### config.mk
export PLATFORM = sky130hd
export DESIGN_NAME = npcm_unpack
export DESIGN_NICKNAME = d
export VERILOG_FILES = /design/src/rtl/npcm_pkg.sv /design/src/rtl/npcm_unpack.sv
export SDC_FILE = /design/constraint.sdc
export NUM_CORES = 1
export LEC_CHECK = 0
export BUFFER_PORTS_ARGS = -buffer_cell sky130_fd_sc_hd__buf_2
export CAP_MARGIN = 30
export CORE_AREA = 2 2 39 41
export DETAILED_ROUTE_END_ITERATION = 8
export DIE_AREA = 0 0 41 43
export GPL_ROUTABILITY_DRIVEN = 1
export PLACE_DENSITY = 0.79
export SLEW_MARGIN = 20
export SYNTH_ARGS = -nofsm -noshare
export SYNTH_HDL_FRONTEND = slang
export SYNTH_SLANG_ARGS = --single-unit
### constraint.sdc
create_clock -name vclk -period 3.1
set_clock_uncertainty 0.1 [all_clocks]
set_input_delay 0.31 -clock vclk [all_inputs]
set_output_delay 0.31 -clock vclk [all_outputs]
set_load 0.05 [all_outputs]
### src/rtl/npcm_pkg.sv
// ----------------------------------------------------------------------------
// npcm_pkg
// Shared types and constants for the nearest palette colour mapper.
// ----------------------------------------------------------------------------
package npcm_pkg;

  localparam int unsigned PaletteDepthDef = 256;
  localparam int unsigned SlotW  = 8;
  localparam int unsigned ColorW = 24;
  localparam int unsigned CountW = 9;
  localparam int unsigned DistW  = 18;  // 3 * 255^2 fits

  typedef enum logic [1:0] {
    FMT_RGB888 = 2'd0,
    FMT_RGB565 = 2'd1,
    FMT_RGB444 = 2'd2,
    FMT_SPARE  = 2'd3
  } pix_fmt_e;

  typedef enum logic {
    REQ_LOAD = 1'b0,
    REQ_MAP  = 1'b1
  } req_e;

  typedef enum logic [1:0] {
    REG_COUNT  = 2'd0,
    REG_FORMAT = 2'd1,
    REG_NONE2  = 2'd2,
    REG_NONE3  = 2'd3
  } reg_idx_e;

  typedef struct packed {
    logic              is_map;
    logic [SlotW-1:0]  slot;
    logic [ColorW-1:0] color;    // load colour or expanded pixel
    logic [CountW-1:0] count;    // entries to search
    logic [SlotW-1:0]  win_slot;
    logic [DistW-1:0]  win_err;
    logic              done;     // exact match seen
  } item_t;

endpackage

### src/rtl/npcm_unpack.sv
// ----------------------------------------------------------------------------
// npcm_unpack
// Expands an RGB565 / RGB444 pixel to RGB888 by bit replication; other formats pass through.
// ----------------------------------------------------------------------------
module npcm_unpack (
  input  logic [1:0]  fmt_i,
  input  logic [23:0] word_i,
  output logic [23:0] rgb_o
);

  logic [4:0] r5, b5;
  logic [5:0] g6;
  logic [3:0] r4, g4, b4;

  assign r5 = word_i[15:11];
  assign g6 = word_i[10:5];
  assign b5 = word_i[4:0];
  assign r4 = word_i[11:8];
  assign g4 = word_i[7:4];
  assign b4 = word_i[3:0];

  always_comb begin
    case (npcm_pkg::pix_fmt_e'(fmt_i))
      npcm_pkg::FMT_RGB565: rgb_o = {r5, r5[4:2], g6, g6[5:4], b5, b5[4:2]};
      npcm_pkg::FMT_RGB444: rgb_o = {r4, r4, g4, g4, b4, b4};
      default:              rgb_o = word_i;
    endcase
  end

endmodule

After elaboration in Yosys (flattened, before gate mapping):

Cells that the tools add are included.

* memories: 0
* register bits: 0
* bits in writable memories: 0
* output and inout port bits: 24
* ROM bits: 0
* bits in latches: 0

* divide/modulo/power cells: 0
* muxes and demuxes: 1
* $lt $le $gt $ge: 0
* reductions and logical operators: 0
* equal/unequal tests: 2
* shifts and indexed selects: 0
* add/subtract/negate cells: 0
* multipliers: 0
* bitwise gates (word level): 0

Operators with widths (number)
* case mux 24 bit (2 select lines): 1
* equality test 2 x 1 -> 1 bit, second input constant: 1
* equality test 2 bit, second input constant: 1

Logic depth before layout (Yosys ltp):

* depth in word-level cells: 2
* depth in mapped cells: 5
* mapped depth without buffers: 4

Worst setup path after synthesis:

No wires, ideal clock.

* kind: input to output
* start: in fmt_i[0]
* end: out rgb_o[10]
* stages on the path: 4
* arrival time: 1.960 ns
* buffers on the path: 1
* path slack: 0.730 ns
* cell sequence: inv_1 > ha_1 > clkbuf_1 > o21ai_0

* word-level cells in the longest chain between the ends: 2
* elaborated cells on any way between the ends: 3

Ends and longest elaborated chain
* start: declaration: line npcm_unpack.sv:6 `input logic [1:0] fmt_i,`
* equality test 2 bit / equality test 2 x 1 -> 1 bit (equally long branches): line npcm_unpack.sv:23 `case (npcm_pkg::pix_fmt_e'(fmt_i))`
* case mux 24 bit (2 select lines) *: line npcm_unpack.sv:23
* end: declaration: line npcm_unpack.sv:8 `output logic [23:0] rgb_o`

Every way passes the cells marked *; elsewhere a longest branch is shown, timed or not.

Final worst setup path:

* start: in fmt_i[1]
* end: out rgb_o[1]

The elaborated chain is that of the path after synthesis.

==> impl_metrics.tcl <==
set metrics [dict create \
    place_inst 137 \
    synth.distinct_cells 11 \
    area_delta_synth_final_pct 54.11 \
    power_density_nw_per_um2 360.9 \
    hold_slack_ps 929.3 \
    row_count 14 \
    final_nets 151 \
    cp_slowest_cell "ha_1" \
    power_frac_seq_pct 0 \
    final_hold_viol_count 0 \
    setup-violations-final 0 \
    finalCritPeriodShare_pct 72.36 \
    synth_largest_area_cell "a22oi_1" \
    setup_tns_ps 0 \
    ys_seq_area_share_pct 0 \
    vias_per_cell 5.241 \
    crit_required_ps 2690 \
    drtPass1Iterations 4 \
    max_freq_mhz 445.8 \
    cp_common_cell "buf_2" \
    netlist_instances 78 \
    hold_path_depth 4 \
    io_pins 50 \
    dp_hpwl_um 1165 \
    leakagePower_nw 0.3682 \
    hold_buffers 0 \
    vias 718 \
    comb_power_share_pct 100.0 \
    final_cells 137 \
    synth_area_leaders "a22oi_1 (32%), o21ai_0 (24%), nand2_1 (17%)" \
    grt_pass1_wl_um 2366 \
    maxCapViolations 0 \
    register_area_sq_um 0 \
    n_antenna_cell 0 \
    vdd_ir_drop_max_uv 163.1 \
    start_kind "input pin" \
    grt_overflow 0 \
    syn-cell-area_sq_um 441.7 \
    critPathMaxStageDelay_ps 560 \
    wl_um 1494 \
    sw_frac_of_total_pct 75.31 \
    cp_max_fo 21 \
    power_switching_mw 0.1850 \
    finalMaxSlewViolations 0 \
    initial_core_util_pct 31.92 \
    design.seq.count 0 \
    worst-path-buf-inv 3 \
    tightestPinTransition_ps 650.8 \
    grt_pass1_vias 561 \
    die_x_um 41 \
    syn_nets 106 \
    drc 0 \
    max-slew-margin-rel_pct 56.61 \
    min_path_type "in2out" \
    crit_chain "buf_2 > inv_1 > ha_1 > nor2b_1 > a22o_1 > buf_2" \
    critical_path_class "in2out" \
    cts_resized 0 \
    yosysWarnings 0 \
    post-cts-setup-buffer-count 0 \
    status "complete, no violations" \
    path_delay_family "adder cells" \
    io_buffers 50 \
    drive_above_1_share_pct 42.15 \
    rsz0062_at_grt "no" \
    drt_iter0_drc 12 \
    nClkBuffers 0 \
    p_int_mw 0.06065 \
    ant_nets 0 \
    synth_top_cell_area_share_pct 32.29 \
    core_area_sq_um 1384 \
    crit_cells 6 \
    track_usage_pct 17.48 \
    antenna_found_initial 0 \
    dieArea_sq_um 1763 \
    die_h_um 43 \
    crit_arrival_ps 1830 \
    avgRoutedWirePerCell_um 10.91 \
    fin_crit_ps 2243 \
    grt_max_degree 26 \
    synth.avg_cell_area_sq_um 5.662 \
    clkPwrFrac_pct 0 \
    cp-end-kind "output pin" \
    place_congestion 0.6988 \
]
## final cells by class
class | instances | area (sq um)
fill | 146 | 703.2
inverter | 2 | 7.507
multi-input combinational | 68 | 395.4
tap | 16 | 20.02
timing repair buffer | 51 | 257.7
## kinds of logic after synthesis
kind of cell	count (synthesis)	share of synthesized area (%)
AO/OA/AOI/OAI	44	64.02
AND/OR/NAND/NOR	22	19.83
buffers and inverters	10	10.48
adder cells (fa/ha/maj)	2	5.665
## synth_stat cells
cell	n
o21ai_0	21
nand2_1	20
a22oi_1	19
buf_2	6
a22o_1	4
ha_1	2
inv_1	2
clkbuf_1	1
clkbuf_2	1
nor2b_1	1
or2_1	1
## worst paths after layout
| kind | start | endpoint | slack (ps) |
|---|---|---|---|
| max | fmt_i[1] | rgb_o[1] | 860 |
| min | word_i[22] | rgb_o[22] | 930 |
## power by group through the flow
stage               Sequential, mW  Combinational (mW)  Clock (mW)
floorplan                        0               0.185           0
global placement                 0               0.245           0
detailed placement               0               0.246           0
CTS                              0               0.247           0
global route                     0               0.261           0
finish                           0               0.246           0
## cells in the final DEF (no fill, tap or decap), drive strengths merged
| master | count |
|---|---|
| inv | 2 |
| buf | 51 |
| a22oi | 19 |
| a22o | 4 |
| or2 | 1 |
| nand2 | 20 |
| o21ai | 21 |
| ha | 2 |
| nor2b | 1 |
## metal layers
layer	vias up	part of all wire, %	wire length (um)	track usage [%]
met5	-	0	0	0
met4	0	0	0	0
met3	0	9.2	138	0
met2	34	46	684	27.19
met1	304	45	671	27.85
li1	380	-	-	-
## stage by stage
| stage | area, sq um | power (mW) | setup slack, ps | util [%] |
|---|---|---|---|---|
| after floorplan | 441.7 | 0.1849 | 730.3 | - |
| after global placement | 680.7 | 0.2446 | 897.8 | 49.19 |
| after detailed placement | 680.7 | 0.2457 | 866.6 | 49.19 |
| after CTS | 680.7 | 0.2466 | 871.7 | 49.19 |
| after global routing | 680.7 | 0.2613 | 720.3 | 49.19 |
| final | 680.7 | 0.2456 | 856.7 | 49.19 |
Note: power is estimated with default switching activity, not from simulation.
