==> config.mk <==
export PLATFORM = sky130hd
export DESIGN_NAME = npcm_cell
export DESIGN_NICKNAME = d
export VERILOG_FILES = /design/src/rtl/npcm_pkg.sv /design/src/rtl/npcm_cell.sv
export SDC_FILE = /design/constraint.sdc
export NUM_CORES = 1
export LEC_CHECK = 0
export ABC_AREA = 0
export BUFFER_PORTS_ARGS = -buffer_cell sky130_fd_sc_hd__clkbuf_2
export CORE_UTILIZATION = 30
export CTS_BUF_LIST = sky130_fd_sc_hd__clkbuf_8
export DETAILED_ROUTE_END_ITERATION = 12
export PLACE_DENSITY = 0.5
export SLEW_MARGIN = 20
export SYNTH_ARGS = -nofsm -noshare
export SYNTH_HDL_FRONTEND = slang
export SYNTH_SLANG_ARGS = --single-unit
==> constraint.sdc <==
create_clock -name clk_i -period 10.89 [get_ports clk_i]
set_clock_uncertainty 0.2 [all_clocks]
set_input_delay 1.6335 -clock clk_i [delete_from_list [all_inputs] [get_ports clk_i]]
set_output_delay 1.6335 -clock clk_i [all_outputs]
set_load 0.02 [all_outputs]
==> src/rtl/npcm_pkg.sv <==
// ----------------------------------------------------------------------------
// npcm_pkg
// Shared types and constants for the nearest palette colour mapper.
// ----------------------------------------------------------------------------
package npcm_pkg;

  localparam int unsigned PaletteDepthDef = 256;
  localparam int unsigned SlotW  = 8;
  localparam int unsigned ColorW = 24;
  localparam int unsigned CountW = 9;
  localparam int unsigned DistW  = 18;  // 3 * 255^2 fits

  typedef enum logic [1:0] {
    FMT_RGB888 = 2'd0,
    FMT_RGB565 = 2'd1,
    FMT_RGB444 = 2'd2,
    FMT_SPARE  = 2'd3
  } pix_fmt_e;

  typedef enum logic {
    REQ_LOAD = 1'b0,
    REQ_MAP  = 1'b1
  } req_e;

  typedef enum logic [1:0] {
    REG_COUNT  = 2'd0,
    REG_FORMAT = 2'd1,
    REG_NONE2  = 2'd2,
    REG_NONE3  = 2'd3
  } reg_idx_e;

  typedef struct packed {
    logic              is_map;
    logic [SlotW-1:0]  slot;
    logic [ColorW-1:0] color;    // load colour or expanded pixel
    logic [CountW-1:0] count;    // entries to search
    logic [SlotW-1:0]  win_slot;
    logic [DistW-1:0]  win_err;
    logic              done;     // exact match seen
  } item_t;

endpackage

==> src/rtl/npcm_cell.sv <==
// ----------------------------------------------------------------------------
// npcm_cell
// One chain cell: holds one palette entry, updates the running best match.
// ----------------------------------------------------------------------------
module npcm_cell #(
  parameter int unsigned CellIdx = 0
) (
  input  logic             clk_i,
  input  logic             rst_ni,
  input  logic             adv_i,
  input  logic             valid_i,
  input  npcm_pkg::item_t  item_i,
  output logic             valid_o,
  output npcm_pkg::item_t  item_o
);

  localparam logic [npcm_pkg::SlotW-1:0]  IdxS = npcm_pkg::SlotW'(CellIdx);
  localparam logic [npcm_pkg::CountW-1:0] IdxC = npcm_pkg::CountW'(CellIdx);

  logic [23:0] pal_q;
  logic        valid_q;
  npcm_pkg::item_t item_q, item_d;

  logic [7:0]  dr, dg, db;
  logic [15:0] sr, sg, sb;
  logic [npcm_pkg::DistW-1:0] err_sum;

  function automatic logic [7:0] absdiff(input logic [7:0] a, input logic [7:0] b);
    absdiff = (a > b) ? (a - b) : (b - a);
  endfunction

  assign dr = absdiff(item_i.color[23:16], pal_q[23:16]);
  assign dg = absdiff(item_i.color[15:8],  pal_q[15:8]);
  assign db = absdiff(item_i.color[7:0],   pal_q[7:0]);
  assign sr = dr * dr;
  assign sg = dg * dg;
  assign sb = db * db;
  assign err_sum = npcm_pkg::DistW'(sr) + npcm_pkg::DistW'(sg) + npcm_pkg::DistW'(sb);

  always_comb begin
    item_d = item_i;
    if (item_i.is_map && !item_i.done && (IdxC < item_i.count)
        && (err_sum < item_i.win_err)) begin
      item_d.win_err  = err_sum;
      item_d.win_slot = IdxS;
      item_d.done     = (err_sum == '0);
    end
  end

  // palette entry: written as a load transaction passes
  always_ff @(posedge clk_i) begin
    if (adv_i && valid_i && !item_i.is_map && (item_i.slot == IdxS)) begin
      pal_q <= item_i.color;
    end
  end

  always_ff @(posedge clk_i or negedge rst_ni) begin
    if (!rst_ni) begin
      valid_q <= 1'b0;
    end else if (adv_i) begin
      valid_q <= valid_i;
    end
  end

  always_ff @(posedge clk_i) begin
    if (adv_i) begin
      item_q <= item_d;
    end
  end

  assign valid_o = valid_q;
  assign item_o  = item_q;

endmodule
After elaboration in Yosys (flattened, before gate mapping):

Cells that the tools add are included.

* register bits after elaboration: 94
* bits in latches: 0
* bits in writable memories: 0
* memories kept: 0
* memory bits (read-only): 0

* divide/modulo/power cells: 0
* muxes and demuxes: 4
* $lt $le $gt $ge: 5
* multiply operators: 3
* reductions and logical operators: 10
* shift-type cells: 0
* bitwise logic cells: 0
* $add $sub $neg: 8
* eq/ne operators: 0

Operator list (number)
* multiplier 8 x 8 -> 16 bit: 3
* subtractor 8 bit: 6
* > comparator 8 bit: 3
* 2-to-1 mux 8 bit: 3
* 2-to-1 mux 19 bit: 1
* adder 17 x 16 -> 18 bit: 1
* zero test 18 bit: 1
* < comparator 18 bit: 1
* adder 16 x 16 -> 17 bit: 1
* < comparator 1 x 9 -> 1 bit (first input constant): 1
* zero test 8 bit: 1
* logical AND 1 bit: 6
* zero test 1 bit: 2

Longest topological paths before layout:

* depth in word-level cells: 8
* depth in mapped cells: 41

Worst setup path before layout:

Ideal clock, no wire load.

* path kind: input port to flip-flop
* start: in item_i[44] in the netlist's numbering
* end: reg item_q (netlist bit item_o[10]) (data pin)
* cell stages on the path: 34
* data arrival time: 11.118 ns
* path slack: -0.688 ns
* cell sequence: inv_1 -> ha_1 -> inv_1 -> fa_1 -> a21o_1 -> a21oi_1 -> o211ai_1 -> nand2_1 -> mux2i_1 -> xor2_1 -> nor2_1 -> fa_1 -> fa_1 -> fa_1 -> fa_1 -> fa_1 -> fa_1 -> inv_1 -> fa_1 -> inv_1 -> ha_1 -> o2111ai_1 -> nor2_1 -> a221oi_1 -> or4b_2 -> o2111ai_1 -> ha_1 -> a21o_1 -> a21oi_1 -> o2111ai_1 -> nor3_1 -> a21oi_1 -> clkbuf_1 -> mux2_2

RTL lines
* start: declaration: line npcm_cell.sv:12 `input npcm_pkg::item_t item_i,`
* end signal: assignment: line npcm_cell.sv:67 `item_q <= item_d;`
* end: declaration: line npcm_cell.sv:22 `npcm_pkg::item_t item_q, item_d;`

==> qor.txt <==
Status = finished, final reports clean
Placed Cells = 1961
Slew @ Worst Pin = 0.9833 ns
CP Max Fanout = 14
Crit path kind = in2reg
Clk pin slew, worst setup/hold paths = 0.10 ns
Final core utilization = 39.65%
Clk sinks = 94
Synth Net Count = 1492
Routed WL = 27660 um
GP Congestion = 0.8202
Hold Slack = 0.3164 ns
Asr flop ratio synth = 1.064%
Post-Syn Instances = 1139
Cell Rows = 71
DIE WIDTH = 197.2 um
Initial core utilization = 30.41%
Place WS = -0.4032 ns
Final Non-Filler Cells = 1992
First-pass GRT wire length = 44910 um
Final HPWL DP = 23420 um
Syn. warnings = 0
Yosys reg bits = 94
Global route overflow = 0
Setup ws final = 0.3107 ns
Pin count of the biggest net entering global routing = 71
Worst Path Required = 10.87 ns
CTS tree = done
Post-Syn Area = 11430 um2
Met2 GRT Util = 24.46%
Grt met1 use = 19.68%
Minimum clock period = 10.58 ns
Drt via density = 4.412
Post-CTS Hold Fix Bufs = 0
Hold Vio Cnt, Final = 0
DR pass1 iterations = 7
Number of synthesized flops with an enable pin = 93
Most used flip-flop cell after synthesis = edfxtp_1
Synth cell types = 61
Clock root cell = clkbuf_8
Core ar. = 37580 um2
Routed Antenna Nets = 0
Critical path arrival = 10.56 ns
Worst min-delay path class = reg2reg
CTS max path bufs = 2
Port bufs = 142
Slowest CP cell = fa_2
Die height = 197.2 um
Layout Nets = 1829
Die area = 38870 um2
Clk Latency, worst-skew pair = 0.42 ns
CP endpoint kind = flop
Slew headroom = 34.45%
WL/cell = 13.88 um
Fin. max-slew vios = 0
Initial antenna violation count = 0
GRT Total Usage = 14.67%
CTS buffer count = 9
Vias in the first global route = 9067
Max_cap viols = 0
Maximum clock frequency = 0.09452 GHz
Endpoints failing setup = 0
Syn_area_per_cell = 10.03 um2
Met3 Usage GRT = 2.390%
Layout area overhead = 30.41%
Slowest stage delay, CP = 0.57 ns
GRT busiest layer = met2
Share of cells above drive strength 1 = 31.74%
Iter 0 DRT Violations = 279
Seq/Total Area, Yosys = 24.66%
H-tree depth = 3
IO Pins = 143
Via count = 8789
Residual DRC = 0
Startpoint type of the worst setup path = input pin
N_diodes = 0
Crit share post-route = 97.15%
## per-stage QoR
stage / area [um2] / setup TNS, ns
6_report: 14900 / 0
5_1_grt: 14900 / -0.4265
4_1_cts: 14430 / 0
3_5_place_dp: 14240 / -9.614
3_3_place_gp: 14240 / -6.130
2_1_floorplan: 11550 / 0
## placed cells by master, fill, tap and decap left out, drive strengths merged, types with 3 or more instances in the layout
| cell type | instances |
|---|---|
| a21o | 20 |
| buf | 204 |
| nand3 | 20 |
| mux2 | 19 |
| a211oi | 7 |
| and3 | 5 |
| or2 | 10 |
| edfxtp | 93 |
| o21ai | 29 |
| a31oi | 5 |
| inv | 290 |
| o41ai | 3 |
| o221ai | 4 |
| o211ai | 10 |
| nor2b | 8 |
| mux2i | 15 |
| and4 | 3 |
| o2111ai | 11 |
| nor4 | 5 |
| ha | 141 |
| a21oi | 43 |
| or3 | 6 |
| nand2 | 27 |
| xor2 | 11 |
| nor3 | 11 |
| clkbuf | 151 |
| nand2b | 18 |
| clkinv | 3 |
| o21bai | 6 |
| xnor2 | 17 |
| and2 | 17 |
| nor2 | 87 |
| or4 | 3 |
| fa | 139 |
| a221oi | 6 |
| nand4 | 9 |
## routing by layer
layer  routed length [um]  vias to the layer above
li1                     -                     4400
met1                13320                     4211
met2                13060                      160
met3                  908                       18
met4                  366                        0
met5                    0                        -
## kinds of logic (layout without fill, tap and decap cells)
group / Yosys count / in the layout / synth area share, %
compound gates: 161 / 161 / 9.691
xor+xnor: 28 / 28 / 2.146
fa+ha+maj: 280 / 280 / 39.79
buf+inv: 307 / 649 / 10.19
flops: 94 / 94 / 24.66
mux: 34 / 34 / 3.187
simple gates: 235 / 235 / 10.33
## cell usage after synthesis (6+ instances only)
master,number,area [um2]
inv_1,287,1077
ha_1,141,1764
fa_1,139,2783
edfxtp_1,93,2793
nor2_1,87,326.6
a21oi_1,43,215.2
nand2_1,27,101.4
o21ai_0,25,125.1
a21o_1,20,150.1
nand3_1,20,100.1
mux2_2,19,214.0
nand2b_1,18,112.6
and2_1,17,106.4
xnor2_1,17,148.9
mux2i_1,15,150.1
clkbuf_1,14,52.55
nor3_1,11,55.05
o2111ai_1,11,96.34
xor2_1,11,96.34
o211ai_1,10,75.07
or2_2,10,62.56
nand4_1,9,56.30
nor2b_1,8,50.05
a221oi_1,6,52.55
o21bai_1,6,45.04
or3_1,6,37.54
## layout make-up
type,count,area (um2)
Fill cell,3807,22680
Multi-Input combinational cell,738,7894
Sequential cell,94,2818
Timing Repair Buffer,346,2282
Inverter,287,1077
Tap cell,511,639.4
Clock buffer,9,123.9
Clock inverter,7,66.31
## worst paths after layout
check / from / endpoint / slack [ns] / depth (start not counted)
min in group asynchronous: rst_ni / valid_o$_DFFE_PN0P_ / 0.77 / 1
max in group asynchronous: rst_ni / valid_o$_DFFE_PN0P_ / 9.64 / 1
hold reg to reg: valid_o$_DFFE_PN0P_ / valid_o$_DFFE_PN0P_ / 0.32 / 1
hold / removal: valid_o$_DFFE_PN0P_ / valid_o$_DFFE_PN0P_ / 0.32 / 1
setup / recovery: item_i[36] / item_o[12]$_DFFE_PP_ / 0.31 / 39
setup reg to reg: pal_q[5]$_DFFE_PP_ / item_o[12]$_DFFE_PP_ / 1.29 / 35
## worst max-delay path, delay by kind of cell
family | cells | cell delay, ns
XOR/XNOR | 2 | 0.54
adder cells (fa/ha/maj) | 11 | 4.65
multiplexers | 2 | 0.52
AND/OR/NAND/NOR | 4 | 0.52
AO/OA/AOI/OAI | 9 | 1.52
buffers and inverters | 11 | 1.16
## registers in the layout (all words and copies together), names as in the netlist
name     flops
item_o      69
pal_q       24
valid_o      1
## what timing repair did
item	in CTS	in global routing
setup buffers	0	14
setup endpoints to repair	0	27
resized for setup	0	67
Power is not shown: default switching activity piles up to over one toggle a cycle in this logic, so the estimate is an artifact.
